## config.mk

```make
export PLATFORM = sky130hd
export DESIGN_NAME = digit_code_lock_entry_unit_flat
export DESIGN_NICKNAME = d
export VERILOG_FILES = /design/src/rtl/dcl_pkg.sv /design/src/rtl/dcl_if.sv /design/src/rtl/dcl_btn_dec.sv /design/src/rtl/digit_code_lock_entry_unit.sv /design/src/flat_wrapper.sv
export SDC_FILE = /design/constraint.sdc
export NUM_CORES = 1
export LEC_CHECK = 0
export ABC_AREA = 0
export BUFFER_PORTS_ARGS = -buffer_cell sky130_fd_sc_hd__buf_2
export CAP_MARGIN = 30
export CELL_PAD_IN_SITES_DETAIL_PLACEMENT = 1
export CELL_PAD_IN_SITES_GLOBAL_PLACEMENT = 1
export CORE_UTILIZATION = 44
export DETAILED_ROUTE_END_ITERATION = 6
export GPL_TIMING_DRIVEN = 0
export PLACE_DENSITY = 0.79
export SYNTH_ARGS = -nofsm -noshare
export SYNTH_HDL_FRONTEND = slang
export SYNTH_SLANG_ARGS = --single-unit
```

## constraint.sdc

```tcl
create_clock -name clk_i -period 4.2 [get_ports clk_i]
set_clock_uncertainty 0.05 [all_clocks]
set_input_delay 0.63 -clock clk_i [delete_from_list [all_inputs] [get_ports clk_i]]
set_output_delay 0.63 -clock clk_i [all_outputs]
set_load 0.02 [all_outputs]
```

## src/rtl/dcl_pkg.sv

```systemverilog
// ----------------------------------------------------------------------------
// dcl_pkg: shared types and constants for the digit code lock entry unit
// Phase and button codes, ADC thresholds, register indexes and defaults.
// ----------------------------------------------------------------------------
`default_nettype none

package dcl_pkg;

  // Number of code digits (default for the top-level parameter)
  localparam int unsigned DigitsDefault = 4;

  // Fixed field widths
  localparam int unsigned AdcW    = 10;
  localparam int unsigned RegW    = 16;
  localparam int unsigned CntW    = 17;
  localparam int unsigned NibW    = 4;
  localparam int unsigned CodeNib = RegW / NibW;
  localparam int unsigned CfgIdxW = 2;

  // Button ladder thresholds
  localparam logic [AdcW-1:0] AdcNoneMin  = AdcW'(1020);
  localparam logic [AdcW-1:0] AdcRightLim = AdcW'(100);
  localparam logic [AdcW-1:0] AdcUpLim    = AdcW'(300);
  localparam logic [AdcW-1:0] AdcDownLim  = AdcW'(550);
  localparam logic [AdcW-1:0] AdcLeftLim  = AdcW'(800);

  // Decimal digit range
  localparam int unsigned    DigitBase = 10;
  localparam logic [NibW-1:0] DigitMax = NibW'(DigitBase - 1);

  // Register reset values
  localparam logic [RegW-1:0] SecretRst   = RegW'(0);
  localparam logic [RegW-1:0] SampleRst   = RegW'(200);
  localparam logic [RegW-1:0] HoldRst     = RegW'(2000);
  localparam logic [RegW-1:0] BlinkRst    = RegW'(500);

  typedef enum logic [2:0] {
    PH_INIT    = 3'd0,
    PH_ENTRY   = 3'd1,
    PH_CHECK   = 3'd2,
    PH_SHOW    = 3'd3,
    PH_SOLVED  = 3'd4
  } phase_e;

  typedef enum logic [2:0] {
    BTN_NOT_SAMPLED = 3'd0,
    BTN_NONE        = 3'd1,
    BTN_RIGHT       = 3'd2,
    BTN_UP          = 3'd3,
    BTN_DOWN        = 3'd4,
    BTN_LEFT        = 3'd5,
    BTN_SELECT      = 3'd6
  } btn_e;

  typedef enum logic [CfgIdxW-1:0] {
    CFG_SECRET = 2'd0,
    CFG_SAMPLE = 2'd1,
    CFG_HOLD   = 2'd2,
    CFG_BLINK  = 2'd3
  } cfg_idx_e;

  // One result item
  typedef struct packed {
    phase_e          phase;
    logic [RegW-1:0] entered_code;
    logic [1:0]      cursor;
    logic            digit_visible;
    logic            code_correct;
    logic            solved;
    btn_e            button_seen;
  } res_t;

endpackage

`default_nettype wire

```

## src/rtl/dcl_if.sv

```systemverilog
// ----------------------------------------------------------------------------
// dcl_if: handshake channels of the digit code lock entry unit
// Tick input, result output and configuration write channels.
// ----------------------------------------------------------------------------
`default_nettype none

interface dcl_tick_if;
  logic                      valid;
  logic                      ready;
  logic [dcl_pkg::AdcW-1:0]  button_adc;

  modport source (output valid, output button_adc, input ready);
  modport sink   (input valid, input button_adc, output ready);
endinterface

interface dcl_result_if;
  logic                      valid;
  logic                      ready;
  logic [2:0]                phase;
  logic [dcl_pkg::RegW-1:0]  entered_code;
  logic [1:0]                cursor;
  logic                      digit_visible;
  logic                      code_correct;
  logic                      solved;
  logic [2:0]                button_seen;

  modport source (output valid, output phase, output entered_code, output cursor,
                  output digit_visible, output code_correct, output solved,
                  output button_seen, input ready);
  modport sink   (input valid, input phase, input entered_code, input cursor,
                  input digit_visible, input code_correct, input solved,
                  input button_seen, output ready);
endinterface

interface dcl_cfg_if;
  logic                        valid;
  logic                        ready;
  logic [dcl_pkg::CfgIdxW-1:0] index;
  logic [dcl_pkg::RegW-1:0]    data;

  modport source (output valid, output index, output data, input ready);
  modport sink   (input valid, input index, input data, output ready);
endinterface

`default_nettype wire

```

## src/rtl/dcl_btn_dec.sv

```systemverilog
// ----------------------------------------------------------------------------
// dcl_btn_dec: button ladder decoder
// Maps one 10-bit ADC sample to a button code by threshold compare.
// ----------------------------------------------------------------------------
`default_nettype none

module dcl_btn_dec (
  input  wire logic [dcl_pkg::AdcW-1:0] adc_i,
  output dcl_pkg::btn_e                 btn_o
);

  // Priority compare against the ladder thresholds
  always_comb begin
    if (adc_i >= dcl_pkg::AdcNoneMin) begin
      btn_o = dcl_pkg::BTN_NONE;
    end else if (adc_i < dcl_pkg::AdcRightLim) begin
      btn_o = dcl_pkg::BTN_RIGHT;
    end else if (adc_i < dcl_pkg::AdcUpLim) begin
      btn_o = dcl_pkg::BTN_UP;
    end else if (adc_i < dcl_pkg::AdcDownLim) begin
      btn_o = dcl_pkg::BTN_DOWN;
    end else if (adc_i < dcl_pkg::AdcLeftLim) begin
      btn_o = dcl_pkg::BTN_LEFT;
    end else begin
      btn_o = dcl_pkg::BTN_SELECT;
    end
  end

endmodule

`default_nettype wire

```

## src/rtl/digit_code_lock_entry_unit.sv

```systemverilog
// ----------------------------------------------------------------------------
// digit_code_lock_entry_unit: combination lock entry stepped by 1 ms ticks
// Decodes button samples, edits digits, checks the code, blinks the cursor.
// ----------------------------------------------------------------------------
// Usage:
//   in_i   : one item per millisecond tick, carrying the button ladder ADC sample.
//   out_o  : one result item per tick: phase, entered digits, cursor, blink state,
//            last compare result, solved flag and the button sampled on this tick.
//   cfg_i  : register writes (secret code, sample interval, result hold, blink
//            interval), index 0..3; always ready. Write only while idle.
// Latency: the result of a tick is valid the cycle after the tick is accepted.
// Throughput: one tick per cycle while out_o is ready; the lock state and the
//   result register update in the same cycle via one pass of the phase sequencer.
// Stall: a result waiting at out_o is held; in_i stays ready while the result
//   register is empty or is being taken in that cycle, else it drops ready.
// Reset: phase init, digits and cursor zero, elapsed counters zero, digit
//   visible, compare flag set, registers at their defaults, no result pending.
// ----------------------------------------------------------------------------
`default_nettype none

module digit_code_lock_entry_unit #(
  parameter int unsigned DIGITS = dcl_pkg::DigitsDefault
) (
  input  wire logic      clk_i,
  input  wire logic      rst_ni,
  dcl_tick_if.sink       in_i,
  dcl_result_if.source   out_o,
  dcl_cfg_if.sink        cfg_i
);

  localparam int unsigned CurW = (DIGITS > 1) ? $clog2(DIGITS) : 1;
  localparam logic [CurW-1:0] CurLast = CurW'(DIGITS - 1);
  localparam logic [dcl_pkg::CntW-1:0] CntMax = {dcl_pkg::CntW{1'b1}};

  // Configuration registers
  logic [dcl_pkg::RegW-1:0] secret_q, sample_q, hold_q, blink_q;

  // Lock state
  dcl_pkg::phase_e                          phase_q, phase_d;
  logic [DIGITS-1:0][dcl_pkg::NibW-1:0]     digits_q, digits_d;
  logic [CurW-1:0]                          cursor_q, cursor_d;
  logic [dcl_pkg::CntW-1:0]                 smp_cnt_q, smp_cnt_d;
  logic [dcl_pkg::CntW-1:0]                 res_cnt_q, res_cnt_d;
  logic [dcl_pkg::CntW-1:0]                 blk_cnt_q, blk_cnt_d;
  logic                                     visible_q, visible_d;
  logic                                     match_q, match_d;

  // Result register
  logic          out_valid_q;
  dcl_pkg::res_t res_q, res_d;

  logic          in_acc;
  dcl_pkg::btn_e btn_dec;
  dcl_pkg::btn_e seen;
  logic [dcl_pkg::CntW-1:0] smp_inc, res_inc, blk_inc;
  logic [dcl_pkg::NibW-1:0] cur_digit;
  logic                     all_match;
  logic [dcl_pkg::RegW-1:0] packed_code;

  assign in_i.ready = !out_valid_q || out_o.ready;
  assign in_acc     = in_i.valid && in_i.ready;
  assign cfg_i.ready = 1'b1;

  dcl_btn_dec u_btn_dec (
    .adc_i (in_i.button_adc),
    .btn_o (btn_dec)
  );

  // Take configuration writes
  always_ff @(posedge clk_i or negedge rst_ni) begin
    if (!rst_ni) begin
      secret_q <= dcl_pkg::SecretRst;
      sample_q <= dcl_pkg::SampleRst;
      hold_q   <= dcl_pkg::HoldRst;
      blink_q  <= dcl_pkg::BlinkRst;
    end else if (cfg_i.valid) begin
      case (dcl_pkg::cfg_idx_e'(cfg_i.index))
        dcl_pkg::CFG_SECRET: secret_q <= cfg_i.data;
        dcl_pkg::CFG_SAMPLE: sample_q <= cfg_i.data;
        dcl_pkg::CFG_HOLD:   hold_q   <= cfg_i.data;
        dcl_pkg::CFG_BLINK:  blink_q  <= cfg_i.data;
        default: ;
      endcase
    end
  end

  // Saturating elapsed counters
  assign smp_inc = (smp_cnt_q == CntMax) ? CntMax : smp_cnt_q + 1'b1;
  assign res_inc = (res_cnt_q == CntMax) ? CntMax : res_cnt_q + 1'b1;
  assign blk_inc = (blk_cnt_q == CntMax) ? CntMax : blk_cnt_q + 1'b1;

  assign cur_digit = digits_q[cursor_q];

  // Compare every digit with its secret nibble; digits past the register see zero
  always_comb begin
    all_match = 1'b1;
    for (int i = 0; i < DIGITS; i++) begin
      if (i < dcl_pkg::CodeNib) begin
        if (digits_q[i] != secret_q[i*dcl_pkg::NibW +: dcl_pkg::NibW]) all_match = 1'b0;
      end else if (digits_q[i] != '0) begin
        all_match = 1'b0;
      end
    end
  end

  // Phase sequencer: next state for one tick
  always_comb begin
    phase_d   = phase_q;
    digits_d  = digits_q;
    cursor_d  = cursor_q;
    smp_cnt_d = smp_inc;
    res_cnt_d = res_inc;
    blk_cnt_d = blk_inc;
    visible_d = visible_q;
    match_d   = match_q;
    seen      = dcl_pkg::BTN_NOT_SAMPLED;
    case (phase_q)
      dcl_pkg::PH_INIT: begin
        phase_d = dcl_pkg::PH_ENTRY;
      end
      dcl_pkg::PH_ENTRY: begin
        if (smp_inc > {1'b0, sample_q}) begin
          seen      = btn_dec;
          smp_cnt_d = '0;
          case (btn_dec)
            dcl_pkg::BTN_RIGHT: begin
              cursor_d = (cursor_q == CurLast) ? '0 : cursor_q + 1'b1;
            end
            dcl_pkg::BTN_LEFT: begin
              cursor_d = (cursor_q == '0) ? CurLast : cursor_q - 1'b1;
            end
            dcl_pkg::BTN_UP: begin
              digits_d[cursor_q] = (cur_digit == dcl_pkg::DigitMax) ? '0 : cur_digit + 1'b1;
            end
            dcl_pkg::BTN_DOWN: begin
              digits_d[cursor_q] = (cur_digit == '0) ? dcl_pkg::DigitMax : cur_digit - 1'b1;
            end
            dcl_pkg::BTN_SELECT: begin
              phase_d = dcl_pkg::PH_CHECK;
            end
            default: ;
          endcase
        end
        if (blk_inc > {1'b0, blink_q}) begin
          visible_d = !visible_q;
          blk_cnt_d = '0;
        end
      end
      dcl_pkg::PH_CHECK: begin
        match_d   = all_match;
        res_cnt_d = '0;
        phase_d   = dcl_pkg::PH_SHOW;
      end
      dcl_pkg::PH_SHOW: begin
        if (res_inc > {1'b0, hold_q}) begin
          phase_d = match_q ? dcl_pkg::PH_SOLVED : dcl_pkg::PH_INIT;
        end
      end
      default: begin
        phase_d = dcl_pkg::PH_SOLVED;
      end
    endcase
  end

  // Pack the first digits into the result code
  always_comb begin
    packed_code = '0;
    for (int i = 0; i < DIGITS && i < dcl_pkg::CodeNib; i++) begin
      packed_code[i*dcl_pkg::NibW +: dcl_pkg::NibW] = digits_d[i];
    end
  end

  always_comb begin
    res_d.phase         = phase_d;
    res_d.entered_code  = packed_code;
    res_d.cursor        = 2'(cursor_d);
    res_d.digit_visible = visible_d;
    res_d.code_correct  = match_d;
    res_d.solved        = (phase_d == dcl_pkg::PH_SOLVED);
    res_d.button_seen   = seen;
  end

  // Advance the lock state on each accepted tick
  always_ff @(posedge clk_i or negedge rst_ni) begin
    if (!rst_ni) begin
      phase_q   <= dcl_pkg::PH_INIT;
      digits_q  <= '0;
      cursor_q  <= '0;
      smp_cnt_q <= '0;
      res_cnt_q <= '0;
      blk_cnt_q <= '0;
      visible_q <= 1'b1;
      match_q   <= 1'b1;
    end else if (in_acc) begin
      phase_q   <= phase_d;
      digits_q  <= digits_d;
      cursor_q  <= cursor_d;
      smp_cnt_q <= smp_cnt_d;
      res_cnt_q <= res_cnt_d;
      blk_cnt_q <= blk_cnt_d;
      visible_q <= visible_d;
      match_q   <= match_d;
    end
  end

  // Hold the result until taken
  always_ff @(posedge clk_i or negedge rst_ni) begin
    if (!rst_ni) begin
      out_valid_q <= 1'b0;
    end else if (in_acc) begin
      out_valid_q <= 1'b1;
    end else if (out_o.ready) begin
      out_valid_q <= 1'b0;
    end
  end

  always_ff @(posedge clk_i) begin
    if (in_acc) begin
      res_q <= res_d;
    end
  end

  assign out_o.valid         = out_valid_q;
  assign out_o.phase         = res_q.phase;
  assign out_o.entered_code  = res_q.entered_code;
  assign out_o.cursor        = res_q.cursor;
  assign out_o.digit_visible = res_q.digit_visible;
  assign out_o.code_correct  = res_q.code_correct;
  assign out_o.solved        = res_q.solved;
  assign out_o.button_seen   = res_q.button_seen;

`ifndef SYNTHESIS
  a_solved_sticks: assert property (@(posedge clk_i) disable iff (!rst_ni)
    phase_q == dcl_pkg::PH_SOLVED |=> phase_q == dcl_pkg::PH_SOLVED)
    else $error("solved phase was left");

  a_cursor_range: assert property (@(posedge clk_i) disable iff (!rst_ni)
    cursor_q <= CurLast)
    else $error("cursor beyond last digit");

  a_seen_in_entry: assert property (@(posedge clk_i) disable iff (!rst_ni)
    out_valid_q && res_q.button_seen != dcl_pkg::BTN_NOT_SAMPLED |->
      (res_q.phase == dcl_pkg::PH_ENTRY || res_q.phase == dcl_pkg::PH_CHECK))
    else $error("button sampled outside entry");

  a_solved_flag: assert property (@(posedge clk_i) disable iff (!rst_ni)
    out_valid_q |-> res_q.solved == (res_q.phase == dcl_pkg::PH_SOLVED))
    else $error("solved flag disagrees with phase");

  a_stall_holds_state: assert property (@(posedge clk_i) disable iff (!rst_ni)
    out_valid_q && !out_o.ready |=> $stable(phase_q) && $stable(digits_q))
    else $error("lock state moved while result stalled");
`endif

endmodule

`default_nettype wire

```

## src/flat_wrapper.sv

```systemverilog
// flat-port wrapper written by rule: the top's interface ports become plain ports
module digit_code_lock_entry_unit_flat 
#(
  parameter int unsigned DIGITS = dcl_pkg::DigitsDefault
)
  (clk_i, rst_ni, in_i_valid, in_i_button_adc, in_i_ready, out_o_valid, out_o_phase, out_o_entered_code, out_o_cursor, out_o_digit_visible, out_o_code_correct, out_o_solved, out_o_button_seen, out_o_ready, cfg_i_valid, cfg_i_index, cfg_i_data, cfg_i_ready);
  dcl_tick_if in_i_i ();
  dcl_result_if out_o_i ();
  dcl_cfg_if cfg_i_i ();
  input  wire logic clk_i;
  input  wire logic rst_ni;
  input wire logic [$bits(in_i_i.valid)-1:0] in_i_valid;
  input wire logic [$bits(in_i_i.button_adc)-1:0] in_i_button_adc;
  output wire logic [$bits(in_i_i.ready)-1:0] in_i_ready;
  output wire logic [$bits(out_o_i.valid)-1:0] out_o_valid;
  output wire logic [$bits(out_o_i.phase)-1:0] out_o_phase;
  output wire logic [$bits(out_o_i.entered_code)-1:0] out_o_entered_code;
  output wire logic [$bits(out_o_i.cursor)-1:0] out_o_cursor;
  output wire logic [$bits(out_o_i.digit_visible)-1:0] out_o_digit_visible;
  output wire logic [$bits(out_o_i.code_correct)-1:0] out_o_code_correct;
  output wire logic [$bits(out_o_i.solved)-1:0] out_o_solved;
  output wire logic [$bits(out_o_i.button_seen)-1:0] out_o_button_seen;
  input wire logic [$bits(out_o_i.ready)-1:0] out_o_ready;
  input wire logic [$bits(cfg_i_i.valid)-1:0] cfg_i_valid;
  input wire logic [$bits(cfg_i_i.index)-1:0] cfg_i_index;
  input wire logic [$bits(cfg_i_i.data)-1:0] cfg_i_data;
  output wire logic [$bits(cfg_i_i.ready)-1:0] cfg_i_ready;
  assign in_i_i.valid = in_i_valid;
  assign in_i_i.button_adc = in_i_button_adc;
  assign in_i_ready = in_i_i.ready;
  assign out_o_valid = out_o_i.valid;
  assign out_o_phase = out_o_i.phase;
  assign out_o_entered_code = out_o_i.entered_code;
  assign out_o_cursor = out_o_i.cursor;
  assign out_o_digit_visible = out_o_i.digit_visible;
  assign out_o_code_correct = out_o_i.code_correct;
  assign out_o_solved = out_o_i.solved;
  assign out_o_button_seen = out_o_i.button_seen;
  assign out_o_i.ready = out_o_ready;
  assign cfg_i_i.valid = cfg_i_valid;
  assign cfg_i_i.index = cfg_i_index;
  assign cfg_i_i.data = cfg_i_data;
  assign cfg_i_ready = cfg_i_i.ready;
  digit_code_lock_entry_unit #(.DIGITS(DIGITS)) u_core (.clk_i(clk_i), .rst_ni(rst_ni), .in_i(in_i_i), .out_o(out_o_i), .cfg_i(cfg_i_i));
endmodule
```

# --- Yosys cells after proc, flatten, opt, wreduce, memory -nomap -nowiden ---
# Cells that the tools add are included.
classes:
  multipliers: 0
  n_eq_ne: 21
  n_div: 0
  reduce_logical: 15
  add_sub_neg: 7
  bitwise: 0
  shifts: 0
  mux: 43
  n_lt_le_gt_ge: 10
ops:
  columns: ["op", "count"]
  rows:
  - ["$mux 17", 8]
  - ["$add 17x1->17 const B", 3]
  - ["$eq 17x17->1 const B", 3]
  - ["$gt 17x16->1", 3]
  - ["$bwmux 16", 2]
  - ["$mux 16", 2]
  - ["$pmux 16 s2", 1]
  - ["$mux 3", 7]
  - ["$lt 10x10->1 const B", 2]
  - ["$mux 4", 4]
  - ["$ne 4x4->1", 4]
  - ["$eq 3x2->1 const B", 4]
  - ["$eq 3x3->1 const B", 4]
  - ["$mux 2", 6]
  - ["$pmux 3 s4", 1]
  - ["$ge 10x10->1 const B", 1]
  - ["$lt 10x7->1 const B", 1]
  - ["$lt 10x9->1 const B", 1]
  - ["$reduce_and 2->1", 5]
  - ["$mux 1", 9]
  - ["$bmux 4 s2", 1]
  - ["$demux 4 s2", 1]
  - ["$eq 2x2->1 const B", 3]
  - ["$add 4x1->4 const B", 1]
  - ["16 further kinds", 19]
word_totals:
  mem_bits_rw: 0
  latch_bits: 0
  wordCells: 119
  ff_bits: 166
  output_inout_bits: 30
  romBits: 0
  input_bits: 33
  mem_count: 0

# --- Logic depth before layout (Yosys ltp) ---
# Gate-level depths: netlist of run 1.
logic_depth:
  depth_word: 11
  ltp_mapped: 18
  mapped_depth_nobuf: 14

# --- Cells and area by module ---
# Synthesis of run 1 repeated with hierarchy kept, for this count alone.
hier_totals:
  hier_cells: 897
  hier_area_um2: 9392.8
by_module_without_submodules:
  columns: ["module", "cells_each", "area_each_um2", "instances", "seq_area_each_um2"]
  rows:
  - ["digit_code_lock_entry_unit", 879, 9263.9, 1, 4310.4]
  - ["dcl_btn_dec", 18, 128.9, 1, 0.0]

# --- Worst setup path after synthesis of run 1 ---
# No wires, ideal clock.
synth_timing:
  kind: "reg-to-reg"
  from: "reg u_core.smp_cnt_q[0] (netlist name)"
  to: "reg u_core.res_q (netlist bit u_core.out_o.entered_code[0]) (data pin)"
  arrival_ns: 3.632
  required_time_ns: 3.893
  slack_ns: 0.261
  synth_period_minus_slack_ns: 3.939
  path_buffers: 4
  stages_incl_launch_ff: 18
  setup_time_ns: 0.257
  cell_sequence: "dfrtp_1 > ha_1 > nand2_1 > nor4_4 > and4_1 > nand2_1 > clkbuf_1 > clkbuf_1 > o21ai_0 > ha_1 > a21oi_1 > o21ai_0 > a211oi_1 > and4_4 > nor2_2 > buf_4 > buf_2 > a32o_1"
synth_lines:
  columns: ["element", "line", "text"]
  rows:
  - ["from (decl)", "digit_code_lock_entry_unit.sv:42", "logic [dcl_pkg::CntW-1:0] smp_cnt_q, smp_cnt_d;"]
  - ["from (signal assigned)", "digit_code_lock_entry_unit.sv:198", "smp_cnt_q <= smp_cnt_d;"]
  - ["to (signal assigned)", "digit_code_lock_entry_unit.sv:219", "res_q <= res_d;"]
  - ["to (decl)", "digit_code_lock_entry_unit.sv:50", "dcl_pkg::res_t res_q, res_d;"]

==> flow_metrics.py, run 1 <==
metrics = {
    "run_status": {
        "status": "completed",
    },
    "clock_network": {
        "number_of_buffers_created_by_cts": 17,
        "tritoncts": "done",
        "clockRootBuffer": "sky130_fd_sc_hd__clkbuf_16",
        "cts_max_path_buffers": 2,
        "clkSinkCount": 166,
        "clkTransAtPathRegs_ps": 90,
        "htree_levels": 4,
        "clkLatencyLatePin_ps": 460,
    },
    "drt": {
        "route.detailed.wl_per_inst_um": 21.3,
        "met1_length_mm": 11.7,
        "detail_route.drc_violations": 0,
        "detail_route.vias_per_cell": 5.87,
        "met2WireLength_mm": 13.4,
        "antenna_left": 0,
        "top_layer_used": "met4",
        "met3_wirelength_mm": 1.42,
        "drt_wl_total_mm": 27.2,
        "num_vias": 7495,
        "drt_first_pass_iters": 6,
        "iteration_0_drc_count_of_the_detailed_router": 396,
    },
    "synth": {
        "synth_ff_type": "sky130_fd_sc_hd__dfrtp_1",
        "synth_edf_count": 27,
        "synth.lib_cells_used.distinct": 65,
        "async_flop_share_pct": 83.7,
        "synth_cells": 904,
        "combined_area_of_all_synthesized_cells_sq_um": 9450,
        "synth.yosys.seq_area_share_pct": 45.6,
        "synth_warnings": 0,
        "yosys_register_bits": 166,
        "postSynthAreaPerCell_sq_um": 10.5,
        "synth_nets": 995,
    },
    "power_and_ir_drop": {
        "comb_power_share_pct": 22.8,
        "power_density_normalized_to_cell_area_nw_per_um2": 443,
        "clk_network_pwr_share_pct": 34.8,
        "leakagePower_nw": 5.01,
        "netSwitchingPower_w": 0.00159,
        "switching_share_pct": 32.7,
        "seq_power_share_pct": 42.4,
        "power.internal_w": 0.00327,
        "vdd.ir_drop.worst_v": 0.000293,
    },
    "final_layout": {
        "mostFrequentLayoutCells": "122 x sky130_fd_sc_hd__dfrtp_1, 109 x sky130_fd_sc_hd__nand2_1, 70 x sky130_fd_sc_hd__mux2_2",
        "n_fill_cell": 2299,
        "finalNonFillerCells": 1277,
        "drive_gt1_share_pct": 24.0,
        "area_delta_synth_final_pct": 16.0,
        "final_common_cell": "sky130_fd_sc_hd__dfrtp_1",
        "antenna-diode-count": 0,
        "nets": 1080,
        "fin_area_sq_um": 11000,
    },
    "floorplanning": {
        "die_height_um": 149,
        "row_count": 53,
        "die-width_um": 149,
        "floorplan.initialDensity_pct": 44.9,
        "top_level_ports": 63,
        "die_area_sq_um": 22100,
        "fp.coreArea_sq_um": 21000,
    },
    "timing": {
        "maxClockFrequency_ghz": 0.243,
        "fin_crit_ps": 4110,
        "finalHoldViolations": 0,
        "setup_viol": 0,
        "max_slew_margin_pct": 32.9,
        "final_cycle_share_pct": 97.9,
        "worst-slew-pin-transition_ps": 1010,
        "tns_ps": 0,
        "worst_slack_ps": 88.6,
        "final-max-slew-violation-count": 0,
    },
    "placement": {
        "numPlacedInstances": 1240,
        "dp.final_hpwl_mm": 18.8,
        "dpl_cell_area_sq_um": 10100,
        "buffer_ports.inserted": 59,
        "dp_worst_setup_slack_ps": -700,
        "gp_congestion": 0.841,
    },
    "worst_setup_path": {
        "worst-path-max-fanout": 10,
        "setup.worst_path.start": "u_core.smp_cnt_q[0]",
        "worst-setup-path-type": "register to register",
        "worst_setup_path_end_kind": "register",
        "cp-start-kind": "register",
        "cp_data_required_time_ps": 4360,
        "r2r_start": "u_core.smp_cnt_q[0]",
        "crit_arrival_ps": 4270,
    },
    "global_routing": {
        "grt_pass1_wl_mm": 43.4,
        "antenna_found_initial": 1,
        "grt_util_all_layers_pct": 25.8,
        "number_of_global_route_vias_before_repair": 7824,
        "pin_count_of_the_biggest_net_entering_global_routing": 72,
        "grt.overflow.total": 0,
    },
    "worst_hold_path": {
        "worst_min_path_class": "primary input to async pin",
    },
    "run": {
        "timing.max_cap.violations": 0,
    },
}
[worst paths after layout]
check	to	slack, ps	depth (start not counted)
setup / recovery	u_core.out_o.entered_code[9]	90	15
hold / removal	u_core.blk_cnt_q[5]	150	1
setup reg to reg	u_core.out_o.entered_code[9]	90	15
hold reg to reg	u_core.match_q	440	2
max in group asynchronous	u_core.hold_q[4]	3110	2
min in group clk_i	u_core.out_o.valid	340	2
[layout make-up]
cell class / instances / area (sq um) / area share, %
Tap cell: 275 / 344 / 3.14
Sequential cell: 166 / 4310 / 39.3
Clock buffer: 17 / 425 / 3.88
Timing Repair Buffer: 66 / 374 / 3.41
Inverter: 61 / 229 / 2.09
Buffer: 35 / 180 / 1.64
Multi-Input combinational cell: 642 / 4900 / 44.7
Clock inverter: 15 / 195 / 1.78
[per-stage QoR]
stage	hold WS [ps]	total power, W	utilization [%]
6_report	154	0.00486	52.1
5_1_grt	219	0.00511	52.1
3_3_place_gp	412	0.00305	48.0
3_5_place_dp	421	0.00312	48.2
4_1_cts	177	0.00485	51.7
2_1_floorplan	284	0.00278	-
[Yosys cell counts, drive strengths merged (4+ instances only)]
master	number	share of area, %
o22ai	4	0.26
o31ai	8	0.64
nand2	114	4.5
a211oi	8	0.64
clkbuf	24	0.98
a22o	17	1.6
nor3	10	0.65
a21o	12	0.95
a211o	4	0.37
o211ai	4	0.32
buf	11	0.73
nand3b	4	0.32
o22a	4	0.37
a21oi	33	1.7
dfstp	17	4.7
inv	61	2.4
edfxtp	27	8.6
o21ai	41	2.2
nand3	36	2.1
a31oi	7	0.46
and3	7	0.46
nor2	37	1.5
mux2	71	8.5
ha	58	7.7
dfrtp	122	32
and4	8	0.77
nand4	18	1.3
nand2b	8	0.53
nor4	6	0.56
and2	8	0.53
a32o	27	2.9
xnor2	32	3.0
mux4	4	0.95
xor2	23	2.1
[registers in the layout, summed over array words and instances (netlist names), 2 cells and up]
register,flops
u_core.smp_cnt_q,17
u_core.blk_cnt_q,17
u_core.out_o.phase,3
u_core.hold_q,16
u_core.out_o.entered_code,16
u_core.phase_q,3
u_core.cursor_q,2
u_core.out_o.button_seen,3
u_core.res_cnt_q,17
u_core.digits_q,16
u_core.out_o.cursor,2
u_core.sample_q,16
u_core.secret_q,16
u_core.blink_q,16
[critical path: stages, from the launching register on]
cell and delay, ps:
sky130_fd_sc_hd__dfrtp_1 450, sky130_fd_sc_hd__ha_4 200, sky130_fd_sc_hd__nand2_1 120, sky130_fd_sc_hd__nor4_4 220, sky130_fd_sc_hd__and4_4 300, sky130_fd_sc_hd__and2_0 350, sky130_fd_sc_hd__a21o_1 180, sky130_fd_sc_hd__ha_1 250
sky130_fd_sc_hd__a211oi_1 310, sky130_fd_sc_hd__nor2_1 100, sky130_fd_sc_hd__o31ai_2 310, sky130_fd_sc_hd__and4_4 330, sky130_fd_sc_hd__nor2_4 60, sky130_fd_sc_hd__buf_6 160, sky130_fd_sc_hd__buf_4 190, sky130_fd_sc_hd__a32o_1 290
[metal layers]
| layer | up-vias | GRT usage [%] |
|---|---|---|
| met5 | - | 0 |
| met2 | 167 | 42.9 |
| met3 | 55 | 5.98 |
| met4 | 0 | 8.35 |
| met1 | 3816 | 33.1 |
| li1 | 3457 | - |
[timing repair]
item / 4_1_cts / 5_1_grt
setup endpoints to repair: 81 / 74
gates resized for setup: 22 / 23
hold buffers: 0 / 0
hold endpoints to repair: 0 / 0
setup buffers: 3 / 2
gates cloned: 0 / 0
pin swaps: 4 / 5
[cell families after synthesis]
kind of cell	count (synthesis)	share of synthesized area (%)
compound gates	186	14.0
xor+xnor	55	5.10
fa+ha+maj	58	7.68
buf+inv	96	4.13
flops	166	45.6
mux	77	9.63
other cells	1	0.0397
simple gates	265	13.8
[power groups by stage]
stage                     clock, W  combinational (W)  sequential [W]
after CTS                  0.00171            0.00109         0.00205
final                      0.00169            0.00111         0.00206
after global placement           0           0.000987         0.00206
after global routing       0.00177            0.00125         0.00209
after detailed placement         0            0.00105         0.00207
after floorplan                  0           0.000748         0.00204
No activity file was read; power rests on OpenSTA's default activity.
==> inputs of run 2 (changes only) <==
--- a/config.mk
+++ b/config.mk
@@ -10,10 +10,11 @@
 export CAP_MARGIN = 30
 export CELL_PAD_IN_SITES_DETAIL_PLACEMENT = 1
 export CELL_PAD_IN_SITES_GLOBAL_PLACEMENT = 1
-export CORE_UTILIZATION = 44
+export CORE_UTILIZATION = 35
+export CTS_CLUSTER_SIZE = 16
 export DETAILED_ROUTE_END_ITERATION = 6
 export GPL_TIMING_DRIVEN = 0
-export PLACE_DENSITY = 0.79
+export PLACE_DENSITY = 0.65
 export SYNTH_ARGS = -nofsm -noshare
 export SYNTH_HDL_FRONTEND = slang
 export SYNTH_SLANG_ARGS = --single-unit
==> run 2 against run 1 <==
Effect of this change:
- the run now ends with DRC left
- final cell count is 5.0% higher
- die area is 25% higher
- global-route usage shrank 5.6 points
- hold slack gained 21 ps
- worst setup slack improved by 160 ps
- sequential share of layout area shrank 0.31 points
- wire length is 0.95% lower
- maximum frequency up 4.0%
- register-to-register slack better by 160 ps
- largest power group unchanged
- flip-flop and latch count stayed put
- highest routed layer unchanged
==> flow_metrics.py, run 2 (same netlist as run 1, synthesis figures left out) <==
metrics = {
    "worst_setup_path": {
        "critical_path_buffers_and_inverters": 2,
        "timing.critical_path.slowest_cell_delay_ps": 540,
        "crit_arrival_ps": 4070,
        "cells_along_the_critical_path": "ha_2, nand3_2, nor4_4, and4_4, nand2_2, clkbuf_4, nand2_1, ha_1, a211o_1, o211ai_1, a21oi_1, or4_4, a311oi_4, buf_4, o21ai_0",
        "worst-path-max-fanout": 10,
        "cp_data_required_time_ps": 4320,
        "worst-setup-path-type": "register to register",
        "critical-path-top-delay-family": "simple AND/OR/NAND/NOR gates",
        "cp-start-kind": "register",
        "worst_setup_path_end_kind": "register",
        "slowest_stage": "sky130_fd_sc_hd__or4_4",
    },
    "floorplanning": {
        "floorplan.initialDensity_pct": 36.0,
        "fp.coreArea_sq_um": 26300,
        "die_height_um": 166,
        "top_level_ports": 63,
        "row_count": 59,
        "die_area_sq_um": 27700,
        "die-width_um": 166,
    },
    "run_status": {
        "violations": "DRC",
        "status": "finished, violations left",
    },
    "placement": {
        "buffer_ports.inserted": 59,
        "dp.final_hpwl_mm": 19.3,
        "gp_congestion": 0.832,
    },
    "timing": {
        "fin_crit_ps": 3950,
        "maxClockFrequency_ghz": 0.253,
        "max_slew_margin_pct": 30.9,
        "final-max-slew-violation-count": 0,
        "final_cycle_share_pct": 94.1,
        "worst-slew-pin-transition_ps": 1030,
        "final.hold.worst_slack_ps": 176,
        "finalHoldViolations": 0,
        "setup_viol": 0,
    },
    "global_routing": {
        "grt.overflow.total": 0,
        "grt_util_all_layers_pct": 20.2,
        "grt_pass1_wl_mm": 43.3,
        "gr-usage-met3_pct": 2.84,
        "antenna_found_initial": 0,
        "groute.layer.met1.usage_pct": 27.9,
        "number_of_global_route_vias_before_repair": 7654,
        "pin_count_of_the_biggest_net_entering_global_routing": 73,
        "global_route.usage.met2_pct": 33.0,
        "globalRoute.busiestLayer": "met2",
    },
    "clock_network": {
        "clkSinkCount": 166,
        "number_of_buffers_created_by_cts": 17,
        "clkLatencyLatePin_ps": 450,
        "clkTransAtPathRegs_ps": 80,
        "htree_levels": 4,
        "clockRootBuffer": "sky130_fd_sc_hd__clkbuf_16",
        "tritoncts": "done",
        "cts_max_path_buffers": 2,
    },
    "final_layout": {
        "mostFrequentLayoutCells": "121 x sky130_fd_sc_hd__dfrtp_1, 109 x sky130_fd_sc_hd__nand2_1, 70 x sky130_fd_sc_hd__mux2_2",
        "final_common_cell": "sky130_fd_sc_hd__dfrtp_1",
        "n_fill_cell": 2906,
        "antenna-diode-count": 0,
        "area_delta_synth_final_pct": 16.9,
        "biggestRegsByFlops": "u_core.blk_cnt_q (17), u_core.res_cnt_q (17), u_core.smp_cnt_q (17)",
        "nets": 1084,
        "drive_gt1_share_pct": 24.4,
    },
    "drt": {
        "num_vias": 7375,
        "iteration_0_drc_count_of_the_detailed_router": 353,
        "detail_route.drc_violations": 3,
        "antenna_left": 0,
        "drt_first_pass_iters": 6,
        "route.detailed.wl_per_inst_um": 20.1,
        "drt_wl_total_mm": 26.9,
        "detail_route.vias_per_cell": 5.50,
    },
    "power_and_ir_drop": {
        "power_density_normalized_to_cell_area_nw_per_um2": 427,
        "power_w": 0.00472,
        "vdd.ir_drop.worst_v": 0.000290,
        "leakagePower_nw": 5.00,
    },
    "run": {
        "timing.max_cap.violations": 0,
    },
    "worst_hold_path": {
        "worst_min_path_class": "primary input to async pin",
    },
}
run 2: repair_timing:
item / CTS / global route
setup buffers: 5 / 4
hold buffers: 0 / 0
resized for setup: 24 / 25
endpoints found under the setup margin: 81 / 57
pin swaps: 4 / 4
run 2: final timing paths:
kind / start / end / slack (ps) / cells past startpoint
min in group clk_i: in_i_valid / u_core.out_o.valid / 350 / 2
max in group asynchronous: rst_ni / u_core.match_q / 3070 / 2
setup / recovery: u_core.res_cnt_q[0] / u_core.out_o.solved / 250 / 15
setup reg to reg: u_core.res_cnt_q[0] / u_core.out_o.solved / 250 / 15
hold reg to reg: u_core.match_q / u_core.match_q / 430 / 2
hold / removal: rst_ni / u_core.blk_cnt_q[5] / 180 / 1
run 2: worst register-to-register path, stage by stage, from the launching register on:
cell and delay, ps:
sky130_fd_sc_hd__dfrtp_1 410, sky130_fd_sc_hd__ha_2 230, sky130_fd_sc_hd__nand3_2 140, sky130_fd_sc_hd__nor4_4 200
sky130_fd_sc_hd__and4_4 290, sky130_fd_sc_hd__nand2_2 130, sky130_fd_sc_hd__clkbuf_4 230, sky130_fd_sc_hd__nand2_1 110
sky130_fd_sc_hd__ha_1 250, sky130_fd_sc_hd__a211o_1 270, sky130_fd_sc_hd__o211ai_1 100, sky130_fd_sc_hd__a21oi_1 110
sky130_fd_sc_hd__or4_4 540, sky130_fd_sc_hd__a311oi_4 340, sky130_fd_sc_hd__buf_4 190, sky130_fd_sc_hd__o21ai_0 110
run 2: cell type report:
| class | instances | area (sq um) | area share [%] |
|---|---|---|---|
| Clock inverter | 15 | 155 | 1.40 |
| Sequential cell | 166 | 4310 | 39.0 |
| Timing Repair Buffer | 70 | 417 | 3.77 |
| Inverter | 61 | 229 | 2.07 |
| Buffer | 35 | 191 | 1.73 |
| Tap cell | 335 | 419 | 3.79 |
| Clock buffer | 17 | 425 | 3.85 |
| Multi-Input combinational cell | 642 | 4900 | 44.4 |
run 2: power breakdown:
part           switching (W)  total [W]  leakage (nW)  internal (W)
combinational       0.000606    0.00109          2.73      0.000487
clock               0.000780    0.00157         0.281      0.000794
sequential          0.000182    0.00205          1.99       0.00187
run 2: stage by stage:
stage	cell area, sq um	setup slack [ps]	setup TNS [ps]	utilization (%)	std cells
final	11100	248	0	42.0	1341
after global routing	11100	-17.2	-38.9	42.0	1341
after CTS	10900	16.1	0	41.7	1337
after detailed placement	10200	-848	-40350	38.9	1300
after global placement	10200	-767	-37940	38.7	1298
after floorplan	9450	261	0	-	904
run 2: layer usage:
| metal | up-vias | share of wire (%) | wire, um |
|---|---|---|---|
| met3 | 25 | 2.1 | 571 |
| met5 | - | 0 | 0 |
| li1 | 3460 | - | - |
| met2 | 106 | 48 | 12900 |
| met1 | 3784 | 49 | 13100 |
| met4 | 0 | 1.4 | 375 |
==> inputs of run 3 (changes only) <==
--- a/config.mk
+++ b/config.mk
@@ -7,14 +7,15 @@
 export LEC_CHECK = 0
 export ABC_AREA = 0
 export BUFFER_PORTS_ARGS = -buffer_cell sky130_fd_sc_hd__buf_2
-export CAP_MARGIN = 30
 export CELL_PAD_IN_SITES_DETAIL_PLACEMENT = 1
 export CELL_PAD_IN_SITES_GLOBAL_PLACEMENT = 1
+export CORE_ASPECT_RATIO = 1.4
 export CORE_UTILIZATION = 35
 export CTS_CLUSTER_SIZE = 16
 export DETAILED_ROUTE_END_ITERATION = 6
 export GPL_TIMING_DRIVEN = 0
 export PLACE_DENSITY = 0.65
+export RECOVER_POWER = 25
 export SYNTH_ARGS = -nofsm -noshare
 export SYNTH_HDL_FRONTEND = slang
 export SYNTH_SLANG_ARGS = --single-unit
==> run 3 against run 2 <==
Effect of this change:
- the flow finishes with violations (capacitance limit, slew limit)
- sequential share of layout area about the same
- first-iteration DRC count down 14%
- hold slack improved by 170 ps
- non-clock buffer count decreased by 1
- design area barely moved
- core utilization is 0.11 points lower
- count of clock-buffer cells in the layout grew 2
- maximum frequency decreased by 1.6%
- total power up 0.48%
- via count fell by 0.98%
- final cell count rose by 1.8%
- register-to-register slack got worse by 60 ps
- critical path type unchanged
==> flow_metrics.py, run 3 (same netlist as run 1, synthesis figures left out) <==
metrics = {
    "worst_setup_path": {
        "cells_along_the_critical_path": "ha_1, nand3_2, nor4_4, and4_2, nand2_2, clkbuf_4, nand2_1, ha_1, a211o_1, o211ai_1, a21oi_1, or4_1, a311oi_4, buf_4, o22ai_1, o31ai_1",
        "slowest_stage": "sky130_fd_sc_hd__or4_1",
        "timing.critical_path.slowest_cell_delay_ps": 580,
        "path_common_cell": "sky130_fd_sc_hd__ha_1",
        "critical-path-top-delay-family": "simple AND/OR/NAND/NOR gates",
        "worst-path-max-fanout": 10,
        "crit_arrival_ps": 4310,
        "worst-setup-path-type": "register to register",
        "critical_path_buffers_and_inverters": 2,
        "cp-start-kind": "register",
        "worst_setup_path_end_kind": "register",
        "cp_data_required_time_ps": 4500,
    },
    "clock_network": {
        "number_of_buffers_created_by_cts": 17,
        "clkTransAtPathRegs_ps": 70,
        "clkLatencyLatePin_ps": 440,
        "clkSinkCount": 166,
        "cts_max_path_buffers": 2,
        "tritoncts": "done",
        "clockRootBuffer": "sky130_fd_sc_hd__clkbuf_16",
        "htree_levels": 4,
    },
    "timing": {
        "setup_viol": 0,
        "max_slew_margin_pct": -108,
        "fin_crit_ps": 4020,
        "tns_ps": 0,
        "final_cycle_share_pct": 95.6,
        "finalHoldViolations": 0,
        "final-max-slew-violation-count": 52,
        "worst-slew-pin-transition_ps": 3120,
        "unrepaired_setup_endpoints_after_global_routing": "false",
        "maxClockFrequency_ghz": 0.249,
        "final.hold.worst_slack_ps": 349,
    },
    "drt": {
        "iteration_0_drc_count_of_the_detailed_router": 303,
        "antenna_left": 0,
        "detail_route.drc_violations": 0,
        "route.detailed.wl_per_inst_um": 19.6,
        "detail_route.vias_per_cell": 5.35,
        "drt_wl_total_mm": 26.8,
        "num_vias": 7303,
        "drt_first_pass_iters": 4,
    },
    "final_layout": {
        "area_delta_synth_final_pct": 17.0,
        "finalNonFillerCells": 1365,
        "fin_area_sq_um": 11100,
        "biggestRegsByFlops": "u_core.blk_cnt_q (17), u_core.res_cnt_q (17), u_core.smp_cnt_q (17)",
        "drive_gt1_share_pct": 23.8,
        "mostFrequentLayoutCells": "122 x sky130_fd_sc_hd__dfrtp_1, 109 x sky130_fd_sc_hd__nand2_1, 70 x sky130_fd_sc_hd__mux2_2",
        "antenna-diode-count": 0,
        "final_common_cell": "sky130_fd_sc_hd__dfrtp_1",
        "nets": 1083,
    },
    "placement": {
        "buffer_ports.inserted": 59,
        "gp_congestion": 0.809,
        "numPlacedInstances": 1325,
        "dp.final_hpwl_mm": 19.9,
        "dpl_cell_area_sq_um": 10200,
    },
    "global_routing": {
        "antenna_found_initial": 3,
        "pin_count_of_the_biggest_net_entering_global_routing": 89,
        "grt.overflow.total": 0,
        "number_of_global_route_vias_before_repair": 7680,
        "grt_util_all_layers_pct": 20.5,
        "grt_pass1_wl_mm": 42.9,
    },
    "power_and_ir_drop": {
        "leakagePower_nw": 5.02,
        "power_w": 0.00474,
        "power_density_normalized_to_cell_area_nw_per_um2": 429,
        "vdd.ir_drop.worst_v": 0.000274,
    },
    "floorplanning": {
        "floorplan.initialDensity_pct": 35.8,
        "top_level_ports": 63,
        "row_count": 70,
        "fp.coreArea_sq_um": 26400,
        "die-width_um": 141,
        "die_height_um": 196,
        "die_area_sq_um": 27700,
    },
    "run_status": {
        "violations": "capacitance limit, slew limit",
        "status": "finished, violations left",
    },
    "run": {
        "timing.max_cap.violations": 1,
    },
    "worst_hold_path": {
        "worst_min_path_class": "primary input to register",
    },
}
[run 3: power breakdown]
part	internal, W	switching, W
combinational	0.000477	0.000612
sequential	0.00187	0.000177
clock	0.000900	0.000704
total	0.00325	0.00149
[run 3: layout make-up]
type,count,area (sq um)
clock inverter,13,145
inverter,61,229
tap,360,450
sequential,166,4310
timing repair buffer,69,402
clock buffer,19,443
buffer,35,188
multi-input combinational,642,4890
fill,2910,15300
[run 3: repair_timing]
action,in CTS,in global routing
pin swaps,8,5
hold buffers,0,0
gates resized for setup,27,15
setup endpoints to repair,81,69
buffers inserted,6,2
[run 3: path summary, 6_finish.rpt]
kind / from / endpoint / slack (ps) / depth (start not counted)
max: u_core.res_cnt_q[0] / u_core.phase_q[0] / 180 / 16
min: in_i_valid / u_core.out_o.valid / 350 / 2
max reg2reg: u_core.res_cnt_q[0] / u_core.phase_q[0] / 180 / 16
min reg2reg: u_core.match_q / u_core.match_q / 420 / 2
max in group asynchronous: rst_ni / u_core.smp_cnt_q[6] / 1170 / 1
min in group asynchronous: rst_ni / u_core.blk_cnt_q[2] / 1160 / 1
[run 3: worst reg2reg max path: stages (launching register included)]
cell	delay (ps)
sky130_fd_sc_hd__dfrtp_1	410
sky130_fd_sc_hd__ha_1	230
sky130_fd_sc_hd__nand3_2	150
sky130_fd_sc_hd__nor4_4	260
sky130_fd_sc_hd__and4_2	330
sky130_fd_sc_hd__nand2_2	130
sky130_fd_sc_hd__clkbuf_4	220
sky130_fd_sc_hd__nand2_1	100
sky130_fd_sc_hd__ha_1	240
sky130_fd_sc_hd__a211o_1	260
sky130_fd_sc_hd__o211ai_1	90
sky130_fd_sc_hd__a21oi_1	90
sky130_fd_sc_hd__or4_1	580
sky130_fd_sc_hd__a311oi_4	220
sky130_fd_sc_hd__buf_4	200
sky130_fd_sc_hd__o22ai_1	120
sky130_fd_sc_hd__o31ai_1	230
[run 3: routing by layer]
| metal | up-vias | wire length, um | global-route usage [%] |
|---|---|---|---|
| met5 | - | 22 | 0 |
| met4 | 4 | 624 | 6.96 |
| met3 | 38 | 597 | 3.33 |
| met2 | 99 | 14200 | 37.5 |
| met1 | 3706 | 11400 | 24.2 |
| li1 | 3456 | - | - |
[run 3: stage by stage]
step	worst slack, ps	util (%)
final	185	41.9
after global routing	14.1	41.9
after CTS	4.13	41.7
after detailed placement	-948	38.9
after global placement	-890	38.7
after floorplan	261	-
